<file path="src/mcsr_pkg.sv">
// Shared types and constants for the machine-mode CSR file.
// Used by mcsr_state and machine_csr_file in src; depends on nothing else.

package mcsr_pkg;

	localparam int unsigned XLEN      = 32;
	localparam int unsigned ADDR_BITS = 12;
	localparam int unsigned OUT_CNT_BITS = 64;

	// CSR addresses.
	localparam logic [ADDR_BITS-1:0] ADDR_MSTATUS = 12'h300;
	localparam logic [ADDR_BITS-1:0] ADDR_MTVEC   = 12'h305;
	localparam logic [ADDR_BITS-1:0] ADDR_MEPC    = 12'h341;
	localparam logic [ADDR_BITS-1:0] ADDR_MCAUSE  = 12'h342;
	localparam logic [ADDR_BITS-1:0] ADDR_CYCLE   = 12'hC00;
	localparam logic [ADDR_BITS-1:0] ADDR_CYCLEH  = 12'hC80;

	// Bit positions of the single-bit fields.
	localparam int unsigned MIE_POS   = 3;
	localparam int unsigned CAUSE_POS = 31;

	// One input beat: one tick of the CSR file.
	typedef struct packed {
		logic                 sync_clear;
		logic                 read_enable;
		logic                 write_enable;
		logic [ADDR_BITS-1:0] csr_addr;
		logic [XLEN-1:0]      write_value;
		logic                 irq_request;
		logic                 save_pc;
		logic [XLEN-1:0]      pc_value;
		logic                 restore_pc;
	} item_t;

	// Result of one tick, apart from the counter value.
	typedef struct packed {
		logic [XLEN-1:0] read_value;
		logic            irq_enabled;
		logic            irq_pending;
		logic [XLEN-1:0] pc_restored;
	} result_t;

endpackage

</file>
<file path="src/mcsr_counter.sv">
// Cycle counter that steps on each advance, with synchronous clear.
// Uses nothing from the package; instantiated by machine_csr_file.

module mcsr_counter #(
	parameter int unsigned COUNTER_BITS = 64
) (
	input  logic                    clk,
	input  logic                    arst_n,
	input  logic                    advance,
	input  logic                    clear,
	output logic [COUNTER_BITS-1:0] count,
	output logic [COUNTER_BITS-1:0] count_next
);

	logic [COUNTER_BITS-1:0] count_q;

	// Wraps naturally at the counter width.
	assign count_next = clear ? '0 : count_q + COUNTER_BITS'(1);
	assign count      = count_q;

	always_ff @(posedge clk or negedge arst_n) begin
		if (!arst_n) begin
			count_q <= '0;
		end else if (advance) begin
			count_q <= count_next;
		end
	end

endmodule

</file>
<file path="src/mcsr_state.sv">
// Architectural CSR state, read mux and per-tick update logic.
// Depends on mcsr_pkg; instantiated by machine_csr_file.

module mcsr_state #(
	parameter int unsigned COUNTER_BITS = 64
) (
	input  logic                    clk,
	input  logic                    arst_n,
	input  logic                    advance,
	input  mcsr_pkg::item_t         item,
	input  logic [COUNTER_BITS-1:0] count,
	output mcsr_pkg::result_t       result
);

	logic                       mie_q;
	logic [mcsr_pkg::XLEN-1:0]  mtvec_q;
	logic [mcsr_pkg::XLEN-1:0]  mepc_q;
	logic                       cause_q;
	logic                       enable_q;
	logic [mcsr_pkg::XLEN-1:0]  pc_held_q;

	logic [mcsr_pkg::XLEN-1:0]  csr_rdata;
	logic [mcsr_pkg::XLEN-1:0]  count_hi;
	logic                       mie_d;
	logic [mcsr_pkg::XLEN-1:0]  mtvec_d;
	logic [mcsr_pkg::XLEN-1:0]  mepc_d;
	logic                       cause_d;
	logic                       enable_d;
	logic [mcsr_pkg::XLEN-1:0]  pc_held_d;

	assign count_hi = mcsr_pkg::XLEN'(count >> mcsr_pkg::XLEN);

	// Read mux sees the state as it stood before this tick.
	always_comb begin
		csr_rdata = '0;
		case (item.csr_addr)
			mcsr_pkg::ADDR_MSTATUS: csr_rdata[mcsr_pkg::MIE_POS]   = mie_q;
			mcsr_pkg::ADDR_MTVEC:   csr_rdata                      = mtvec_q;
			mcsr_pkg::ADDR_MEPC:    csr_rdata                      = mepc_q;
			mcsr_pkg::ADDR_MCAUSE:  csr_rdata[mcsr_pkg::CAUSE_POS] = cause_q;
			mcsr_pkg::ADDR_CYCLE:   csr_rdata = count[mcsr_pkg::XLEN-1:0];
			mcsr_pkg::ADDR_CYCLEH:  csr_rdata = count_hi;
			default:                csr_rdata = '0;
		endcase
	end

	// CSR writes first, then a pc save overrides mepc unless cleared.
	always_comb begin
		mie_d   = mie_q;
		mtvec_d = mtvec_q;
		mepc_d  = mepc_q;
		cause_d = cause_q;
		if (item.write_enable) begin
			case (item.csr_addr)
				mcsr_pkg::ADDR_MSTATUS: mie_d   = item.write_value[mcsr_pkg::MIE_POS];
				mcsr_pkg::ADDR_MTVEC:   mtvec_d = item.write_value;
				mcsr_pkg::ADDR_MEPC:    mepc_d  = item.write_value;
				mcsr_pkg::ADDR_MCAUSE:  cause_d = item.write_value[mcsr_pkg::CAUSE_POS];
				default:                mie_d   = mie_q;
			endcase
		end
		if (!item.sync_clear && item.save_pc) begin
			mepc_d = item.pc_value;
		end
	end

	assign enable_d  = item.sync_clear ? 1'b0 : mie_q;
	assign pc_held_d = item.sync_clear ? '0
	                 : (item.restore_pc ? mepc_d : pc_held_q);

	always_comb begin
		result.read_value  = item.read_enable ? csr_rdata : '0;
		result.irq_enabled = enable_d;
		result.irq_pending = !item.sync_clear && item.irq_request && enable_q && !cause_q;
		result.pc_restored = pc_held_d;
	end

	always_ff @(posedge clk or negedge arst_n) begin
		if (!arst_n) begin
			mie_q     <= 1'b0;
			mtvec_q   <= '0;
			mepc_q    <= '0;
			cause_q   <= 1'b0;
			enable_q  <= 1'b0;
			pc_held_q <= '0;
		end else if (advance) begin
			mie_q     <= mie_d;
			mtvec_q   <= mtvec_d;
			mepc_q    <= mepc_d;
			cause_q   <= cause_d;
			enable_q  <= enable_d;
			pc_held_q <= pc_held_d;
		end
	end

endmodule

</file>
<file path="src/machine_csr_file.sv">
// Top level of the machine-mode CSR file: input stage, result stage, handshakes.
// Depends on mcsr_pkg, mcsr_counter and mcsr_state.
// A beat accepted into the input stage is executed, and its result registered into the
// result stage, as soon as the result stage is free to take it.
// Throughput: one beat per cycle while out_ready stays high; input and output stages stream back to back.
// Reset: arst_n clears all CSR state, the counter and both stage valid bits at once.

module machine_csr_file #(
	parameter int unsigned COUNTER_BITS = 64
) (
	input  logic        clk,
	input  logic        arst_n,

	input  logic        in_valid,
	output logic        in_ready,
	input  logic        sync_clear,
	input  logic        read_enable,
	input  logic        write_enable,
	input  logic [11:0] csr_addr,
	input  logic [31:0] write_value,
	input  logic        irq_request,
	input  logic        save_pc,
	input  logic [31:0] pc_value,
	input  logic        restore_pc,

	output logic        out_valid,
	input  logic        out_ready,
	output logic [31:0] read_value,
	output logic [63:0] cycle_total,
	output logic        irq_enabled,
	output logic        irq_pending,
	output logic [31:0] pc_restored
);

	// The input stage holds one beat. That beat is executed in the cycle it moves
	// to the result stage: the CSR state and the counter update at that same edge,
	// so the next beat in the input stage always sees the state left by this one.

	mcsr_pkg::item_t         item_s1;
	logic                    valid_s1;
	mcsr_pkg::result_t       res_s2;
	logic [mcsr_pkg::OUT_CNT_BITS-1:0] cycle_total_s2;
	logic                    valid_s2;

	mcsr_pkg::result_t       res_comb;
	logic [COUNTER_BITS-1:0] count;
	logic [COUNTER_BITS-1:0] count_next;
	logic                    take_s2;
	logic                    advance;

	// The result stage can take a new result when it is empty or being drained.
	assign take_s2  = !valid_s2 || out_ready;
	assign advance  = valid_s1 && take_s2;
	assign in_ready = !valid_s1 || take_s2;

	always_ff @(posedge clk or negedge arst_n) begin
		if (!arst_n) begin
			valid_s1 <= 1'b0;
		end else if (in_ready) begin
			valid_s1 <= in_valid;
		end
	end

	always_ff @(posedge clk) begin
		if (in_ready && in_valid) begin
			item_s1.sync_clear   <= sync_clear;
			item_s1.read_enable  <= read_enable;
			item_s1.write_enable <= write_enable;
			item_s1.csr_addr     <= csr_addr;
			item_s1.write_value  <= write_value;
			item_s1.irq_request  <= irq_request;
			item_s1.save_pc      <= save_pc;
			item_s1.pc_value     <= pc_value;
			item_s1.restore_pc   <= restore_pc;
		end
	end

	mcsr_counter #(
		.COUNTER_BITS(COUNTER_BITS)
	) u_counter (
		.clk       (clk),
		.arst_n    (arst_n),
		.advance   (advance),
		.clear     (item_s1.sync_clear),
		.count     (count),
		.count_next(count_next)
	);

	mcsr_state #(
		.COUNTER_BITS(COUNTER_BITS)
	) u_state (
		.clk    (clk),
		.arst_n (arst_n),
		.advance(advance),
		.item   (item_s1),
		.count  (count),
		.result (res_comb)
	);

	always_ff @(posedge clk or negedge arst_n) begin
		if (!arst_n) begin
			valid_s2 <= 1'b0;
		end else if (take_s2) begin
			valid_s2 <= valid_s1;
		end
	end

	always_ff @(posedge clk) begin
		if (advance) begin
			res_s2         <= res_comb;
			cycle_total_s2 <= mcsr_pkg::OUT_CNT_BITS'(count_next);
		end
	end

	assign out_valid   = valid_s2;
	assign read_value  = res_s2.read_value;
	assign cycle_total = cycle_total_s2;
	assign irq_enabled = res_s2.irq_enabled;
	assign irq_pending = res_s2.irq_pending;
	assign pc_restored = res_s2.pc_restored;

	// A cleared tick must show zeroed counter, enable, pending and held pc.
	a_clear_result: assert property (@(posedge clk) disable iff (!arst_n)
		advance && item_s1.sync_clear |=> out_valid && cycle_total == '0
			&& !irq_enabled && !irq_pending && pc_restored == '0)
		else $error("cleared tick produced a nonzero result");

	// An empty input stage never blocks the input side.
	a_empty_ready: assert property (@(posedge clk) disable iff (!arst_n)
		!valid_s1 |-> in_ready)
		else $error("input stage empty but not ready");

	// A result that is not taken is not dropped.
	a_result_kept: assert property (@(posedge clk) disable iff (!arst_n)
		valid_s2 && !out_ready |=> valid_s2)
		else $error("result stage lost a pending beat");

	// An executed beat shows up as valid in the result stage.
	a_advance_valid: assert property (@(posedge clk) disable iff (!arst_n)
		advance |=> valid_s2)
		else $error("executed beat did not reach the result stage");

endmodule

</file>
<file path="config.mk">
export PLATFORM = sky130hd
export DESIGN_NAME = machine_csr_file
export DESIGN_NICKNAME = d
export VERILOG_FILES = /design/src/mcsr_pkg.sv /design/src/mcsr_counter.sv /design/src/mcsr_state.sv /design/src/machine_csr_file.sv
export SDC_FILE = /design/constraint.sdc
export NUM_CORES = 1
export LEC_CHECK = 0
export BUFFER_PORTS_ARGS = -buffer_cell sky130_fd_sc_hd__buf_2
export CAP_MARGIN = 20
export CORE_MARGIN = 5
export CORE_UTILIZATION = 50
export DETAILED_ROUTE_END_ITERATION = 8
export GPL_TIMING_DRIVEN = 0
export PLACE_DENSITY_LB_ADDON = 0.2
export SETUP_SLACK_MARGIN = 0.5
export SLEW_MARGIN = 20
export SYNTH_ARGS = -nofsm -noshare
export SYNTH_HDL_FRONTEND = slang
export SYNTH_SLANG_ARGS = --single-unit
</file>
<file path="constraint.sdc">
create_clock -name clk -period 10.9 [get_ports clk]
set_input_delay 0 -clock clk [delete_from_list [all_inputs] [get_ports clk]]
set_output_delay 0 -clock clk [all_outputs]
set_load 0.005 [all_outputs]
</file>
### Yosys cells after proc, flatten, opt, wreduce, memory -nomap -nowiden

Index checks and enable logic that the tools add are counted.

| storage, ports and cells | value |
|---|---|
| output and inout bits | 132 |
| bits of input ports | 86 |
| flip-flop bits (word level) | 377 |

| cells by class | value |
|---|---|
| mux-type cells | 11 |
| equal/unequal tests | 6 |
| reduce and logical (&&, ||, !) cells | 15 |
| $add $sub $neg | 1 |

Operators by type and width:

| operator | count |
|---|---|
| $mux 32 | 5 |
| $pmux 27 s4 | 1 |
| $add 64x1->64 const B | 1 |
| $mux 64 | 1 |
| $eq 12x10->1 const B | 4 |
| $eq 12x12->1 const B | 2 |
| $pmux 3 s4 | 1 |
| $pmux 1 s5 | 2 |
| $reduce_and 3->1 | 3 |
| $logic_and 1x1->1 | 6 |
| $logic_not 1->1 | 4 |
| $logic_or 1x1->1 | 2 |
| $mux 1 | 1 |

### Logic depth before layout (Yosys ltp)

Gate-level depths: netlist of run 1.

| logic depth | value |
|---|---|
| depth in word-level cells | 6 |
| depth in mapped cells | 8 |

### By module

A second synthesis of run 1 with hierarchy kept.

| second synthesis, totals | value |
|---|---|
| cells, all modules | 1427 |
| area total of the unflattened synthesis | 17620.6 µm² |

By module, submodules not included:

| module | cells each | area an instance (µm²) | instances |
|---|---|---|---|
| machine_csr_file | 220 | 6470.0 | 1 |
| mcsr_state | 557 | 5920.7 | 1 |
| mcsr_counter | 650 | 5230.0 | 1 |

### Worst setup path after synthesis of run 1

Ideal clock, no wire load.

| timing | value |
|---|---|
| path type | reg-to-reg |
| start point | register valid_s2, in the netlist out_valid |
| end point | register u_counter.count_q[38], in the netlist u_counter.count[38] |
| cell stages (with the launch flop) | 8 |
| arrival | 5450 ps |
| data required time | 10779 ps |
| path slack | 5329 ps |
| library setup time | 121 ps |
| path through | dfrtp_1 > nor2b_1 > nand2b_1 > inv_1 > clkbuf_1 > clkbuf_1 > o21ai_0 > a21o_1 |

| between the ends | value |
|---|---|
| word-level cells in the longest chain between the ends | 3 |

RTL lines:

| what | line | RTL |
|---|---|---|
| from (decl) | machine_csr_file.sv:43 | `logic valid_s2;` |
| from (signal assigned) | machine_csr_file.sv:104 | `valid_s2 <= valid_s1;` |
| $logic_not 1->1 | machine_csr_file.sv:52 | `assign take_s2 = !valid_s2 \|\| out_ready;` |
| $logic_or 1x1->1 | machine_csr_file.sv:52 |  |
| $logic_and 1x1->1 | machine_csr_file.sv:53 | `assign advance = valid_s1 && take_s2;` |
| net advance | machine_csr_file.sv:49 | `logic advance;` |
| to (signal assigned) | mcsr_counter.sv:25 | `count_q <= count_next;` |
| to (decl) | mcsr_counter.sv:15 | `logic [COUNTER_BITS-1:0] count_q;` |

The timed path passes the listed nets, and every way through them passes these cells.
A chain may end at the register's enable or synchronous reset.

### Worst setup path after layout of run 1

| timing | value |
|---|---|
| start point | register u_counter.count_q[3], in the netlist u_counter.count[3] |
| end point | register cycle_total_s2 (netlist bit cycle_total[50]), data pin |

| between the ends | value |
|---|---|
| word-level cells in the longest chain between the ends | 2 |

RTL lines:

| what | line | RTL |
|---|---|---|
| $add 64x1->64 | mcsr_counter.sv:18 | `assign count_next = clear ? '0 : count_q + COUNTER_BITS'(1);` |
| $mux 64 | mcsr_counter.sv:18 |  |
| net count_next[50] | machine_csr_file.sv:47 | `logic [COUNTER_BITS-1:0] count_next;` |
| to (signal assigned) | machine_csr_file.sv:111 | `cycle_total_s2 <= mcsr_pkg::OUT_CNT_BITS'(count_next);` |
| to (decl) | machine_csr_file.sv:42 | `logic [mcsr_pkg::OUT_CNT_BITS-1:0] cycle_total_s2;` |

The timed path passes the listed nets, and every way through them passes these cells.

==> impl_metrics.toml, run 1 <==
[setup_path]
critPathKind = "flop to flop"
cp_slowest_cell = "nor2_1"
arrival_ns = 4.38
start_kind = "flop"
path_max_fanout = 10
r2r.worst_path.cells = 7
cp-startpoint = "u_counter.count[3]$_DFFE_PN0P_"
crit_buf_inv = 2
regToRegSetupSlack_ns = 6.76
crit_path_end_kind = "flop"
worstPathRequired_ns = 11.15
r2r-start = "u_counter.count[3]$_DFFE_PN0P_"
critPathMaxStageDelay_ns = 0.93
worstPathCellList = "nand4_1, clkbuf_1, nor2_1, clkbuf_1, nand4_1, o31ai_1, a21oi_1"
r2r-end = "cycle_total[50]$_DFFE_PP_"
path_delay_family = "simple AND/OR/NAND/NOR gates"

[clocking]
htree_levels = 2
insertion_delay_ns = 0.55
cts_root_buffer = "clkbuf_16"
cts_setup_buffers = 0
cts_resized = 0
cts_sinks = 377
clkTransAtPathRegs_ns = 0.06
cts_tree = "yes"
numCtsBuffers = 40
ctsHoldBuffers = 88
ctsLongestPathBuffers = 3

[finish]
antenna_cells = 0
fin_util = 0.6234
stdcell_count = 2335
seqCellArea_um2 = 10500
multi_input_area_um2 = 6440
fin_area_um2 = 21530
syn_to_final_growth_pct = 22.96
nFillCells = 2773
final_nets = 1936
drive_above_1_share = 0.2080

[synthesis]
synth_nets = 1584
ys_warn_count = 0
ys_ff_latch = 377
avgSynthCellArea_um2 = 11.70
synthAdderAreaFrac = 0.0007145
synth-compound-area-share = 0.1422
synthMuxAreaShare = 0.06866
synth_top_family_by_area = "compound AO/OA/AOI/OAI gates"
synth_xor_area_frac = 0.02351
yosysTopAreaCell = "edfxtp_1"
async_flop_share = 0.4377
synth_ff_type = "edfxtp_1"
syn_area_um2 = 17510
yosys.area_share.simple = 0.1322
synth_top_area_frac = 0.3635
netlist_instances = 1497
yosysUniqueCellTypes = 60
synth-edff-count = 212
ys_top_cells_by_area = "edfxtp_1 (36%), dfrtp_1 (24%), mux2_2 (4.2%), o21ai_0 (3.9%), mux2i_1 (2.7%)"
ys_seq_area_frac = 0.5993

[global_routing]
grt_max_degree = 63
grt_pass1_vias = 14350
antenna_found_initial = 0
overflow = 0
grtUsageTotal = 0.2975
grt_pass1_wl_um = 88640

[detailed_routing]
wl_per_cell_um = 25.03
vias = 14280
drtPass1Iterations = 8
first_iter_violations = 1255
ant_nets = 0
via_per_inst = 6.117
drc = 0
wirelength_um = 58450

[min_path]
hp-start = "pc_value[17]"
holdPathEnd = "item_s1[18]$_DFFE_PP_"
hold_path_class = "input pin to flop"
holdPathStages = 2

[timing]
setup_viol = 0
worst_pin_slew_ns = 1.092
maxSlewViolCount = 0
hold_slack_ns = 0.1549
setup_tns_ns = 0
hold_violations = 0
slew_headroom = 0.2692
finClkSkew_ns = 0.01398
rsz0062_at_grt = "no"
min_period_over_period = 0.3794
fin_crit_ns = 4.135
fmax_ghz = 0.2418
fin_ws_ns = 6.765

[placement]
port_buffers = 217
gp_congestion = 0.9408
dp.cells = 2174
pre_cts_slack_ns = 6.958
placed_cell_area_um2 = 19330
hpwl_um = 41720

[floorplan]
io_pins = 218
rows = 68
dieWidth_um = 197.1
start_util = 0.5070
dieArea_um2 = 38870
core_um2 = 34540
die_h_um = 197.1

[pwr]
p_leak_nw = 8.959
power_mw = 3.562
power_density_nw_per_um2 = 165.4
irDropWorstVdd_mv = 0.1459

[run]
cap_violations = 0

[run_status]
status = "finished clean"
-- layout by cell type (no fill, tap or decap), drive strengths merged, types with 13 or more instances in the layout --
cell and instances:
a211o 33, a21o 35, a21oi 47, a222oi 29, a32oi 31, and4 13
buf 256, clkbuf 154, dfrtp 165, dlygate4sd3 88, edfxtp 212, inv 16
mux2 65, mux2i 47, nand2 119, nand3 34, nand4 44, nor2 115
nor3 14, nor4 35, o21ai 135, o31ai 14, or4 22, xnor2 26
xor2 21
-- worst reg2reg max path: stages, from the launching register on --
cell,delay (ns)
dfrtp_1,0.47
nand4_1,0.26
clkbuf_1,0.39
nor2_1,0.94
clkbuf_1,0.76
nand4_1,0.51
o31ai_1,0.38
a21oi_1,0.14
-- layout make-up --
cell class,instances,area share
Inverter,16,0.002789
Tap cell,455,0.02644
Clock buffer,58,0.05148
Buffer,130,0.02458
Sequential cell,377,0.4874
Timing Repair Buffer,310,0.09820
Clock inverter,15,0.01005
Multi-Input combinational cell,974,0.2991
-- routing by layer --
| layer | track usage | vias up | share of wire |
|---|---|---|---|
| met5 | 0 | - | 0 |
| met2 | 0.4990 | 647 | 0.49 |
| met3 | 0.04264 | 134 | 0.068 |
| met1 | 0.3984 | 7101 | 0.41 |
| met4 | 0.1084 | 0 | 0.038 |
| li1 | - | 6402 | - |
-- synthesized netlist by cell type, drive strengths merged (7+ instances only) --
library cell and n:
mux2 65, a21oi 47, nor3 14, buf 34, nor4 35, xnor2 26
nor2b 9, a222oi 29, nand4 44, o211ai 12, a21o 35, clkbuf 96
a22oi 7, mux2i 47, a32oi 31, or3 11, xor2 21, edfxtp 212
nor2 115, o21ai 135, inv 15, and4 13, or4 22, dfrtp 165
nand2 119, o31ai 14, nand3 34, and3 7, a211o 33
-- worst max path at each step --
stage                                 endpoint  slack (ns)  cells after the start
6_report             cycle_total[50]$_DFFE_PP_        6.76                      7
5_1_grt              cycle_total[50]$_DFFE_PP_        6.80                      7
3_5_place_dp         cycle_total[50]$_DFFE_PP_        6.96                      7
3_3_place_gp   u_counter.count[53]$_DFFE_PN0P_        3.06                      7
4_1_cts              cycle_total[50]$_DFFE_PP_        6.91                      7
2_1_floorplan  u_counter.count[38]$_DFFE_PN0P_        5.33                      7
-- registers in the layout, indices dropped and copies added (netlist names) --
register,flops
u_state.cause_q,1
irq_enabled,1
item_s1,82
u_state.pc_held_q,32
u_counter.count,64
cycle_total,64
pc_restored,32
valid_s1,1
u_state.mie_q,1
u_state.mepc_q,32
u_state.enable_q,1
u_state.mtvec_q,32
irq_pending,1
read_value,32
out_valid,1
-- cells by family (layout without fill, tap and decap cells) --
| kind of cell | Yosys count | count (layout) |
|---|---|---|
| AOI/OAI and AO/OA | 369 | 369 |
| xor gates and xnor gates | 47 | 47 |
| adders and majority gates | 1 | 1 |
| buffers and inverters | 146 | 529 |
| DFF | 377 | 377 |
| muxes | 112 | 112 |
| and+or+nand+nor | 445 | 445 |
-- power breakdown --
part           total [mW]  internal, mW  switching [mW]
registers            1.74          1.65          0.0916
logic               0.426         0.160           0.266
clock network        1.39         0.828           0.565
total                3.56          2.64           0.923
(Power assumes the default switching activity.)
==> inputs of run 2 (changes only) <==
- ABC_AREA: not set -> 1
- clock period: 10.9 -> 3.3 ns (I/O delays scaled with it)
==> impl_metrics.toml, run 2 <==
[clocking]
cts_root_buffer = "clkbuf_16"
cts_sinks = 377
cts_tree = "yes"
insertion_delay_ns = 0.58
htree_levels = 2
clkTransAtPathRegs_ns = 0.06
numCtsBuffers = 41
ctsLongestPathBuffers = 3

[synthesis]
yosysTopAreaCell = "edfxtp_1"
syn_area_um2 = 17910
synth-edff-count = 212
ys_seq_area_frac = 0.5860
synth_nets = 2163
avgSynthCellArea_um2 = 8.627
ys_top_cells_by_area = "edfxtp_1 (36%), dfrtp_1 (23%), nand2_1 (12%), nor2_1 (6.6%), inv_1 (4.9%)"
yosysMostFrequentCell = "nand2_1"
synth_top_area_frac = 0.3555
synth_ff_type = "edfxtp_1"
netlist_top_cells_count = "nand2_1 (554), nor2_1 (315), inv_1 (236)"
yosysUniqueCellTypes = 34
ys_warn_count = 0
async_flop_share = 0.4377
netlist_instances = 2076
ys_ff_latch = 377

[run]
cap_violations = 0

[detailed_routing]
wirelength_um = 62970
vias = 16060
via_per_inst = 5.494
wl_per_cell_um = 21.54
drtPass1Iterations = 5
first_iter_violations = 1426
ant_nets = 0
drc = 0

[run_status]
status = "finished clean"

[finish]
final_cell_mix = "nand2_1 (554), nor2_1 (315), buf_2 (241)"
antenna_cells = 0
fin_area_um2 = 22020
top_register = "item_s1"
final_nets = 2516
drive_above_1_share = 0.1462
syn_to_final_growth_pct = 22.93
final_common_cell = "nand2_1"
largest_register_ffs = 82

[pwr]
irDropWorstVdd_mv = 0.6311
power_density_nw_per_um2 = 575.0
p_leak_nw = 9.708

[min_path]
hp-start = "pc_value[1]"
holdPathEnd = "item_s1[2]$_DFFE_PP_"
hold_path_class = "input pin to flop"
holdPathStages = 2

[placement]
pre_cts_slack_ns = 0.5266
gp_congestion = 0.9869
port_buffers = 217
hpwl_um = 47710
placed_cell_area_um2 = 19710

[timing]
min_period_over_period = 0.8061
setup_viol = 0
setup_tns_ns = 0
fin_crit_ns = 2.660
hold_violations = 0
fmax_ghz = 0.3759
worst_pin_slew_ns = 1.150
fin_ws_ns = 0.6399
maxSlewViolCount = 0
finClkSkew_ns = 0.02405
rsz0062_at_grt = "no"
slew_headroom = 0.2335

[setup_path]
worstPathRequired_ns = 3.52
r2r-end = "cycle_total[15]$_DFFE_PP_"
start_kind = "flop"
path_max_fanout = 71
crit_path_end_kind = "flop"
r2r-start = "out_valid$_DFFE_PN0P_"
regToRegSetupSlack_ns = 0.64
critPathKind = "flop to flop"
r2r.worst_path.cells = 7
arrival_ns = 2.88

[floorplan]
io_pins = 218
dieWidth_um = 199.3
core_um2 = 35480
rows = 69
start_util = 0.5047
dieArea_um2 = 39700
die_h_um = 199.3

[global_routing]
antenna_found_initial = 0
grt_pass1_wl_um = 94720
grtUsageTotal = 0.3179
grt_max_degree = 72
grt_pass1_vias = 15860
overflow = 0
-- run 2: worst max-delay path: stages (launching register included) --
cell	delay, ns
dfrtp_1	0.39
nand2_1	0.11
nand2_1	0.07
buf_2	0.29
inv_2	0.30
buf_2	0.37
buf_12	0.37
buf_16	0.33
-- run 2: layout make-up --
type                            instances  area [um2]
Fill cell                            3058       13470
Timing Repair Buffer                  310        2115
Sequential cell                       377       10500
Buffer                                 88       390.4
Inverter                              243       914.6
Multi-Input combinational cell       1368        6127
Clock inverter                         24       269.0
Tap cell                              461       576.8
Clock buffer                           52        1129
-- run 2: worst max-delay path by stage --
stage / slack [ns] / endpoint / from / cells after the start
floorplan: 0.66 / item_s1[0]$_DFFE_PP_ / out_valid$_DFFE_PN0P_ / 3
global placement: -0.67 / u_counter.count[0]$_DFFE_PN0P_ / arst_n / 1
detailed placement: 0.53 / cycle_total[49]$_DFFE_PP_ / out_valid$_DFFE_PN0P_ / 7
CTS: 0.51 / cycle_total[18]$_DFFE_PP_ / out_valid$_DFFE_PN0P_ / 7
global route: 0.53 / cycle_total[15]$_DFFE_PP_ / out_valid$_DFFE_PN0P_ / 7
finish: 0.64 / cycle_total[15]$_DFFE_PP_ / out_valid$_DFFE_PN0P_ / 7
-- run 2: metrics by stage --
step                power, mW  hold WS [ns]    util  std cells
floorplan               6.978       -0.2956       -       2076
global placement        7.781        0.1785  0.5517       2754
detailed placement      7.862      -0.06424  0.5553       2758
CTS                     12.67        0.1066  0.6203       2923
global route            13.16        0.1305  0.6205       2923
finish                  12.66        0.1297  0.6205       2923
-- run 2: per-layer routing --
layer,vias up,wire [um],track usage
met2,687,29810,0.5268
met5,-,0,0
met1,7721,26720,0.4389
met4,0,2052,0.1028
met3,106,4391,0.04148
li1,7546,-,-
-- run 2: power by group --
group,switching [mW],total (mW),leakage (nW),internal (mW)
Combinational,1.36,2.01,4.79,0.656
Clock,1.98,4.75,0.675,2.77
Sequential,0.255,5.89,4.25,5.64
Total,3.60,12.7,9.71,9.06
-- run 2: repair_timing --
action	in CTS	in global routing
endpoints found under the hold margin	198	0
setup buffers	0	0
gates resized for setup	0	1
hold buffers	89	0
endpoints found under the setup margin	0	66
-- run 2: logic make-up after synthesis --
group	Yosys count	share of synthesized area
adders and majority gates	1	0.0006985
buffers and inverters	331	0.07189
AOI/OAI and AO/OA	202	0.06120
and+or+nand+nor	1163	0.2792
xor gates and xnor gates	2	0.0009782
DFF	377	0.5860
